## src/sv/bir_pkg.sv

```systemverilog
`timescale 1ns / 1ps
// shared types and constants for the bilinear image resizer
// no dependencies

package bir_pkg;

  localparam int NUM_CH    = 3;
  localparam int CH_W      = 8;
  localparam int PIX_W     = NUM_CH * CH_W;
  localparam int SIZE_W    = 9;
  localparam int STEP_W    = 25;
  localparam int CNT_W     = 2;
  localparam int CFG_IDX_W = 3;
  localparam int CFG_DAT_W = 25;
  localparam int POS_W     = 8;
  localparam int PROD_W    = POS_W + STEP_W;
  localparam int IPOS_W    = PROD_W - 16;
  localparam int WT_W      = 9;
  localparam int WPROD_W   = 17;
  localparam int TERM_W    = WPROD_W + CH_W;

  typedef enum logic [CFG_IDX_W-1:0] {
    CFG_SRC_WIDTH  = 3'd0,
    CFG_SRC_HEIGHT = 3'd1,
    CFG_DST_WIDTH  = 3'd2,
    CFG_DST_HEIGHT = 3'd3,
    CFG_X_STEP     = 3'd4,
    CFG_Y_STEP     = 3'd5,
    CFG_CH_COUNT   = 3'd6
  } cfg_idx_t;

  localparam int MODE_LOAD    = 0;
  localparam int MODE_PRODUCE = 1;

  // strobes from the sequencer to the blend datapath
  typedef struct packed {
    logic wts;   // form the four corner weights
    logic cap;   // capture top row samples
    logic mul;   // multiply samples by weights
  } blend_ctl_t;

  typedef enum logic [5:0] {
    S_IDLE = 6'b000001,
    S_AXIS = 6'b000010,
    S_RD0  = 6'b000100,
    S_RD1  = 6'b001000,
    S_MUL  = 6'b010000,
    S_SUM  = 6'b100000
  } state_t;

endpackage

```

## src/sv/bir_blend.sv

```systemverilog
`timescale 1ns / 1ps
// blend datapath: corner weights, per-channel products, sum and truncation
// depends on bir_pkg

module bir_blend import bir_pkg::*; (
  input  logic                        clk,
  input  blend_ctl_t                  ctl,
  input  logic [WT_W-1:0]             u,
  input  logic [WT_W-1:0]             v,
  input  logic [PIX_W-1:0]            rd0,
  input  logic [PIX_W-1:0]            rd1,
  input  logic [CNT_W-1:0]            nch,
  output logic [NUM_CH-1:0][CH_W-1:0] chan
);

  logic [WT_W-1:0]                       nu;
  logic [WT_W-1:0]                       nv;
  logic [3:0][WPROD_W-1:0]               w_r;
  logic [1:0][PIX_W-1:0]                 top_r;

  assign nu = WT_W'(256) - u;
  assign nv = WT_W'(256) - v;

  // corner order: 00, 01 (right), 10 (below), 11
  always_ff @(posedge clk) begin
    if (ctl.wts) begin
      w_r[0] <= WPROD_W'(nu) * WPROD_W'(nv);
      w_r[1] <= WPROD_W'(u) * WPROD_W'(nv);
      w_r[2] <= WPROD_W'(nu) * WPROD_W'(v);
      w_r[3] <= WPROD_W'(u) * WPROD_W'(v);
    end
    if (ctl.cap) begin
      top_r[0] <= rd0;
      top_r[1] <= rd1;
    end
  end

  for (genvar k = 0; k < NUM_CH; k++) begin : g_ch
    logic [3:0][TERM_W-1:0] prod_r;
    logic [TERM_W+1:0]      sum;

    always_ff @(posedge clk) begin
      if (ctl.mul) begin
        prod_r[0] <= TERM_W'(w_r[0]) * TERM_W'(top_r[0][k*CH_W +: CH_W]);
        prod_r[1] <= TERM_W'(w_r[1]) * TERM_W'(top_r[1][k*CH_W +: CH_W]);
        prod_r[2] <= TERM_W'(w_r[2]) * TERM_W'(rd0[k*CH_W +: CH_W]);
        prod_r[3] <= TERM_W'(w_r[3]) * TERM_W'(rd1[k*CH_W +: CH_W]);
      end
    end

    assign sum = (TERM_W+2)'(prod_r[0]) + (TERM_W+2)'(prod_r[1])
               + (TERM_W+2)'(prod_r[2]) + (TERM_W+2)'(prod_r[3]);
    assign chan[k] = (CNT_W'(k) < nch) ? sum[23:16] : '0;
  end

endmodule

```

## config.mk

```make
export PLATFORM = sky130hd
export DESIGN_NAME = bir_blend
export DESIGN_NICKNAME = d
export VERILOG_FILES = /design/src/sv/bir_pkg.sv /design/src/sv/bir_blend.sv
export SDC_FILE = /design/constraint.sdc
export NUM_CORES = 2
export LEC_CHECK = 0
export ABC_AREA = 0
export BUFFER_PORTS_ARGS = -buffer_cell sky130_fd_sc_hd__buf_4
export CAP_MARGIN = 25
export CORE_MARGIN = 3
export CORE_UTILIZATION = 25
export DETAILED_ROUTE_END_ITERATION = 8
export SKIP_CTS_REPAIR_TIMING = 1
export SYNTH_ARGS = -nofsm -noshare
export SYNTH_HDL_FRONTEND = slang
export SYNTH_SLANG_ARGS = --single-unit
```

## constraint.sdc

```tcl
create_clock -name clk -period 7.3 [get_ports clk]
set_input_delay 0.365 -clock clk [delete_from_list [all_inputs] [get_ports clk]]
set_output_delay 0.365 -clock clk [all_outputs]
set_load 0.01 [all_outputs]
```

==> qor.csv <==
metric,value,unit
core-area,301000,um^2
overflow,0,
r2r_cells,18,
ant_nets,0,
r2r_end,g_ch[0].prod_r[22],
die_w,557,um
drv_cap,0,
grt_use_total,0.132,
grt_pass1_vias,54800,
timing.setup.tns,0,ns
ys_seq_area_frac,0.159,
syn_avg_cell_area,9.74,um^2
cp_slowest_stage_delay,0.99,ns
finalCritPeriodShare,0.847,
endpoint,g_ch[0].prod_r[22],
gp_congestion,0.863,
finalWirelength,201,mm
cts_tree,done,
cp-start-kind,flop,
cp.required,7.67,ns
rr_startpoint,w_r[6],
drive_gt1_frac,0.0378,
rsz0062_at_grt,false,
synth_top_area_share,0.369,
final_util,0.275,
clock_latency,0.63,ns
place_ws,1.05,ns
synth_most_common_cell,inv_1,
wl_per_cell,17.1,um
worstPathArrival,6.55,ns
h-tree-depth,2,
initial_utilization,0.252,
synthTopCellsByCount,"inv_1, fa_1, and2_1",
nets,9937,
synth_edf_count,401,
yosysWarnings,0,
rows,201,
cp-end-kind,flop,
ctsRootBufferMaster,clkbuf_16,
finalHoldViolations,0,
die_y,557,um
synth_cell_types,70,
worstMarginPinSlew,1.04,ns
antenna_found_initial,33,
setup_violations,0,
mappedNetlistArea,75800,um^2
viasPerCell,4.41,
cts.reportedPaths.clkPinSlew,0.07,ns
first_pass_iters,6,
crit_top_cell,fa_1,
synthToLayoutAreaGrowth,9.28,%
io_pins,96,
status,finished clean,
synth_nets,9978,
synth_area_leaders,"fa_1, edfxtp_1, ha_1",
grt_pass1_wl,320,mm
drt-initial-drc-count,3389,
setup_ws,1.11,ns
hp-class,in2reg,
dp_hpwl,164,mm
fin_crit,6.19,ns
worstPathMaxFanout,24,
path_class,reg2reg,
yosys_register_bits,401,
crit_start,w_r[6],
dieArea,310000,um^2
netlist_instances,7782,
portBuffers,95,
slowest_stage,edfxtp_1,
grt_start_max_net_pins,129,
slew_violations,0,
async_reset_ff_frac,0,
synth-main-ff-cell,edfxtp_1,
clkSinkCount,401,
finClkSkew,0.0384,ns
cp_cell_sequence,nand2_1 -> fa_1 -> inv_1 -> fa_1 -> inv_1 -> fa_1 -> fa_1 -> inv_1 -> ha_1 -> and4_1 -> and3_1 -> a32oi_1 -> or4b_1 -> a31o_1 -> or3_1 -> a311o_1 -> o31ai_2 -> xnor2_1,
cts-buffers-inserted,43,
reg2reg_slack,1.11,ns
synth_area_leader_cell,fa_1,
cts_buffer_depth,3,
worst_hold_slack,0.108,ns
route.vias.total,51700,
max_slew_margin,0.305,
route.detailed.drc,0,
fmax,0.162,GHz
==> flip-flops by register name (all words and copies together), names as in the netlist <==
signal	cells
w_r	65
top_r	48
g_ch.prod_r	288
==> metal layers <==
metal	up-vias	part of all wire	track usage
li1	23900	-	-
met1	26500	0.45	0.183
met2	1150	0.45	0.213
met3	190	0.071	0.0259
met4	10	0.024	0.0311
met5	-	0.00032	0
==> cell usage in the layout (no fill, tap or decap), types with 51 or more instances in the layout <==
master	synthesis	final
inv_1	1455	1455
fa_1	1399	1399
and2_1	1128	1128
nand2_1	877	877
ha_1	725	725
edfxtp_1	401	401
xnor2_1	294	294
nor2_1	227	227
buf_4	0	196
a21oi_1	194	194
o21ai_0	119	119
a21o_1	73	73
xor2_1	68	68
nor3_1	61	61
nand3_1	51	51
==> through the flow <==
stage / cell area [um^2] / std cells
finish: 82900 / 11700
CTS: 82800 / 11700
floorplan: 75800 / 7782
global placement: 81200 / 11700
detailed placement: 81200 / 11700
global route: 82800 / 11700
==> cells by family after synthesis <==
group	count (synthesis)	share of synthesized area
xor+xnor	362	0.0418
compound gates	612	0.0518
mux	2	0.000264
simple gates	2537	0.172
fa+ha+maj	2124	0.489
buf+inv	1744	0.0863
flops	401	0.159
==> worst max-delay path: cells and delay by family (launching register included) <==
family                     cells  cell delay, ns
and+or+nand+nor                5            1.41
xor gates and xnor gates       1            0.08
DFF                            1            0.99
adders and majority gates      5            2.23
buffers and inverters          3            0.17
AOI/OAI and AO/OA              4            1.02
==> final cells by class <==
cell class,count,area (um^2)
Sequential cell,401,12000
Timing Repair Buffer,202,1590
Clock buffer,48,1140
Multi-Input combinational cell,5637,57200
Clock inverter,32,412
Fill cell,32000,218000
Inverter,1456,5470
Tap cell,3958,4950
Antenna cell,11,27.5
==> worst min-delay path by stage <==
stage / start / endpoint / slack [ns] / cells after the start
floorplan: rd0[0] / top_r[0] / 0.46 / 0
global placement: ctl[2] / w_r[50] / 0.65 / 1
detailed placement: ctl[2] / w_r[50] / 0.66 / 1
CTS: ctl[2] / w_r[50] / -0.02 / 1
global route: rd1[7] / top_r[31] / 0.08 / 1
finish: rd1[7] / top_r[31] / 0.11 / 1
Power is left out: the tool's default activity adds up to more than one toggle a clock period on the data nets, which glitch-free logic cannot reach.
