`config.mk`:
```
export PLATFORM = sky130hd
export DESIGN_NAME = bir_axis
export DESIGN_NICKNAME = d
export VERILOG_FILES = /design/src/sv/bir_pkg.sv /design/src/sv/bir_axis.sv
export SDC_FILE = /design/constraint.sdc
export NUM_CORES = 1
export LEC_CHECK = 0
export BUFFER_PORTS_ARGS = -buffer_cell sky130_fd_sc_hd__buf_2
export CORE_AREA = 8 8 58 64
export DETAILED_ROUTE_END_ITERATION = 12
export DIE_AREA = 0 0 66 72
export PLACE_DENSITY_LB_ADDON = 0.25
export SYNTH_ARGS = -nofsm -noshare
export SYNTH_HDL_FRONTEND = slang
export SYNTH_SLANG_ARGS = --single-unit
```
`constraint.sdc`:
```
create_clock -name vclk -period 6.58
set_clock_uncertainty 0.1 [all_clocks]
set_input_delay 1.316 -clock vclk [all_inputs]
set_output_delay 1.316 -clock vclk [all_outputs]
set_load 0.02 [all_outputs]
```
`src/sv/bir_pkg.sv`:
```
`timescale 1ns / 1ps
// shared types and constants for the bilinear image resizer
// no dependencies

package bir_pkg;

  localparam int NUM_CH    = 3;
  localparam int CH_W      = 8;
  localparam int PIX_W     = NUM_CH * CH_W;
  localparam int SIZE_W    = 9;
  localparam int STEP_W    = 25;
  localparam int CNT_W     = 2;
  localparam int CFG_IDX_W = 3;
  localparam int CFG_DAT_W = 25;
  localparam int POS_W     = 8;
  localparam int PROD_W    = POS_W + STEP_W;
  localparam int IPOS_W    = PROD_W - 16;
  localparam int WT_W      = 9;
  localparam int WPROD_W   = 17;
  localparam int TERM_W    = WPROD_W + CH_W;

  typedef enum logic [CFG_IDX_W-1:0] {
    CFG_SRC_WIDTH  = 3'd0,
    CFG_SRC_HEIGHT = 3'd1,
    CFG_DST_WIDTH  = 3'd2,
    CFG_DST_HEIGHT = 3'd3,
    CFG_X_STEP     = 3'd4,
    CFG_Y_STEP     = 3'd5,
    CFG_CH_COUNT   = 3'd6
  } cfg_idx_t;

  localparam int MODE_LOAD    = 0;
  localparam int MODE_PRODUCE = 1;

  // strobes from the sequencer to the blend datapath
  typedef struct packed {
    logic wts;   // form the four corner weights
    logic cap;   // capture top row samples
    logic mul;   // multiply samples by weights
  } blend_ctl_t;

  typedef enum logic [5:0] {
    S_IDLE = 6'b000001,
    S_AXIS = 6'b000010,
    S_RD0  = 6'b000100,
    S_RD1  = 6'b001000,
    S_MUL  = 6'b010000,
    S_SUM  = 6'b100000
  } state_t;

endpackage

```
`src/sv/bir_axis.sv`:
```
`timescale 1ns / 1ps
// one axis: integer source index and 9-bit weight from the scaled position
// depends on bir_pkg

module bir_axis import bir_pkg::*; #(
  parameter int IW  = 8,
  parameter int SZW = 9
) (
  input  logic [PROD_W-1:0] pos,
  input  logic [SZW-1:0]    size,
  output logic [IW-1:0]     base,
  output logic [WT_W-1:0]   wt
);

  logic [IPOS_W-1:0] ip;
  logic [IPOS_W-1:0] lim;
  logic              edge_hit;
  logic [SZW-1:0]    size_m2;

  assign ip       = pos[PROD_W-1:16];
  assign lim      = IPOS_W'(size) - IPOS_W'(1);
  assign edge_hit = ip >= lim;
  assign size_m2  = size - SZW'(2);

  // at the last column or row the pair sits at size minus two, full weight
  assign base = edge_hit ? IW'(size_m2) : IW'(ip);
  assign wt   = edge_hit ? WT_W'(256) : {1'b0, pos[15:8]};

endmodule

```
==> flow_summary.rst <==
.. list-table::
   :header-rows: 1

   * - Metric
     - Value
   * - Outcome
     - finished, final reports clean
   * - Area occupied by registers
     - 0 sq um
   * - Highest fanout seen on the critical path
     - 11
   * - Most common cell in the synthesized netlist
     - sky130_fd_sc_hd__ha_1
   * - Final Critical Period
     - 6.07 ns
   * - Detailed placement HPWL
     - 1.93 mm
   * - Global placement routability congestion
     - 0.776
   * - Yosys warns
     - 0
   * - Proportion of layout cells with a drive suffix above 1
     - 39.6%
   * - Highest cell delay on the worst timing path
     - 0.47 ns
   * - Slew at the pin closest to its max-slew limit
     - 0.379 ns
   * - Hold Startpoint
     - pos[12]
   * - Fmax
     - 0.165 GHz
   * - Crit path capture type
     - output port
   * - Max_cap viols
     - 0
   * - Congestion Overflow GR
     - 0
   * - Share of synthesized area occupied by flip-flops and latches
     - 0%
   * - Layout overhead on the synthesized area
     - 40.0%
   * - Clk network pwr share
     - 0%
   * - Wirelength per Cell
     - 11.3 um
   * - Path category of the worst min-delay check
     - in -> out
   * - Largest net degree at the start of global routing
     - 18
   * - Std-Cell Rows
     - 20
   * - DIE HEIGHT
     - 72 um
   * - First-iteration detailed-routing DRC count
     - 4
   * - Width of the chip
     - 66 um
   * - Static leakage
     - 0.594 nW
   * - Ant diodes
     - 0
   * - Unrepaired setup endpoints after global routing
     - no
   * - Number of library cell types mapped by synthesis
     - 19
   * - Count of TritonRoute iterations in the first routing pass
     - 4
   * - Post-synth net total
     - 165
   * - Count of pins on the block boundary
     - 59
   * - Switch share
     - 54.6%
   * - Filler cells
     - 298
   * - Syn Inst Count
     - 103
   * - Synth top area cells
     - sky130_fd_sc_hd__ha_1 (33%), sky130_fd_sc_hd__mux2_2 (8.9%), sky130_fd_sc_hd__xor2_1 (8.0%), sky130_fd_sc_hd__inv_1 (6.9%), sky130_fd_sc_hd__nor2_1 (6.4%)
   * - Net Switching
     - 40.9 uW
   * - Worst setup SP type
     - input port
   * - GR Util All Layers
     - 8.58%
   * - Via count of the first global-routing pass
     - 876
   * - Vias after detailed routing
     - 860
   * - CP top delay family
     - simple AND/OR/NAND/NOR gates
   * - Power after layout
     - 74.9 uW
   * - Number of nets at the end of the flow
     - 218
   * - Slew Limit Headroom
     - 74.6%
   * - Max-slew violation total from the final report
     - 0
   * - Port Buf Inserts
     - 51
   * - Core footprint
     - 2700 sq um
   * - Number of instances on the worst hold path
     - 4
   * - Post-synth top area share
     - 32.8%
   * - Logic pwr share
     - 100.0%
   * - Number of antenna violations at the first check in global routing
     - 0
   * - Routed Antenna Nets
     - 0
   * - Cell taking the most area after synthesis
     - sky130_fd_sc_hd__ha_1
   * - Post-CTS sizing
     - 0
   * - Commonest cells in the netlist
     - sky130_fd_sc_hd__ha_1 (20), sky130_fd_sc_hd__inv_1 (14), sky130_fd_sc_hd__nor2_1 (13)
   * - Avg Synthesized Cell Area
     - 7.41 sq um
   * - Endpoints failing setup
     - 0
   * - Count of endpoints failing hold in the final timing report
     - 0
   * - Data arrival at the endpoint of the critical path
     - 4.65 ns
   * - Slowest cell on the critical path
     - sky130_fd_sc_hd__or3_1
   * - Bufs and invs on worst path
     - 4
   * - Cell breakdown of the critical path
     - buf_2, inv_1, ha_1, nand2_1, nor3_1, nand2_1, or3_1, ha_1, nand4_1, a2111oi_2, nor3_1, o211ai_4, buf_12, mux2_2, buf_2
   * - Number of sequential storage elements
     - 0
   * - DIE AREA
     - 4750 sq um
   * - Register share of total power
     - 0%
   * - Number of clock buffer instances in the layout
     - 0
   * - Wire length of the first global-routing pass
     - 3.56 mm
   * - Critical path type
     - in -> out
   * - Internal power of the cells
     - 34.0 uW
   * - Pwr dens
     - 70.1 nW/um^2
   * - DRC Markers
     - 0
   * - Accumulated negative setup slack
     - 0 ns
   * - Final worst-path cycle share
     - 92.2%
   * - Detailed-route vias per instance
     - 4.60
   * - Hold path endpoint
     - wt[4]
   * - Final wirelength
     - 2.11 mm
   * - Synth Cell Area
     - 763 sq um
   * - Worst EP required
     - 5.16 ns
   * - Starting density of the core
     - 28.2%
   * - VDD IR-drop max
     - 0.0000289 V
==> area by class of cell <==
type | instances | area (sq um) | area share [%]
Timing Repair Buffer | 53 | 283 | 26.5
Multi-Input combinational cell | 87 | 692 | 64.8
Inverter | 14 | 52.6 | 4.92
Tap cell | 33 | 41.3 | 3.86
==> cells by family (layout without fill, tap and decap cells) <==
kind of cell             after synthesis  in the layout  share of synthesized area, %
AO/OA/AOI/OAI                         14             14                          13.6
AND/OR/NAND/NOR                       33             33                          19.0
XOR/XNOR                              12             12                          13.8
multiplexers                           8              8                          11.5
adder cells (fa/ha/maj)               20             20                          32.8
buffers and inverters                 16             67                          9.34
==> worst max-delay path by stage <==
stage,from,to,cells past startpoint
after floorplan,size[1],base[2],13
after global placement,size[1],base[4],14
after detailed placement,size[1],base[5],14
after CTS,size[1],base[5],14
after global routing,size[1],base[4],15
final,size[1],base[5],15
==> cell usage in the layout (no fill, tap or decap), types with 5 or more instances in the layout <==
master | netlist | final
sky130_fd_sc_hd__nand2_1 | 9 | 9
sky130_fd_sc_hd__inv_1 | 14 | 14
sky130_fd_sc_hd__buf_2 | 0 | 51
sky130_fd_sc_hd__xor2_1 | 7 | 7
sky130_fd_sc_hd__ha_1 | 20 | 20
sky130_fd_sc_hd__a21oi_1 | 6 | 6
sky130_fd_sc_hd__mux2_2 | 6 | 6
sky130_fd_sc_hd__nor2_1 | 13 | 13
sky130_fd_sc_hd__xnor2_1 | 5 | 5
sky130_fd_sc_hd__nor3_1 | 5 | 5
==> stage by stage <==
step / instance area [sq um] / util [%] / worst slack (ns) / std cells / hold slack, ns
2_1_floorplan: 763 / - / 0.896 / 103 / 2.65
3_3_place_gp: 1040 / 38.5 / 0.369 / 185 / 2.84
3_5_place_dp: 1040 / 38.5 / 0.327 / 185 / 2.84
4_1_cts: 1040 / 38.5 / 0.305 / 185 / 2.84
5_1_grt: 1070 / 39.5 / 0.216 / 187 / 2.86
6_report: 1070 / 39.5 / 0.515 / 187 / 2.84
==> layer usage <==
metal | global-route usage [%] | vias up | part of all wire, %
li1 | - | 460 | -
met1 | 9.28 | 365 | 38
met2 | 16.7 | 33 | 50
met3 | 1.85 | 2 | 11
met4 | 0.950 | 0 | 1.1
met5 | 0 | - | 0
==> repair_timing <==
item,CTS,global route
hold buffers,0,0
buffers inserted,0,2
endpoints found under the setup margin,0,1
==> power groups by stage <==
stage / logic, mW / registers [mW] / clock network, mW
3_3_place_gp: 0.0711 / 0 / 0
2_1_floorplan: 0.0470 / 0 / 0
5_1_grt: 0.0843 / 0 / 0
4_1_cts: 0.0732 / 0 / 0
6_report: 0.0749 / 0 / 0
3_5_place_dp: 0.0727 / 0 / 0
Power figures use the tool's default switching activity.
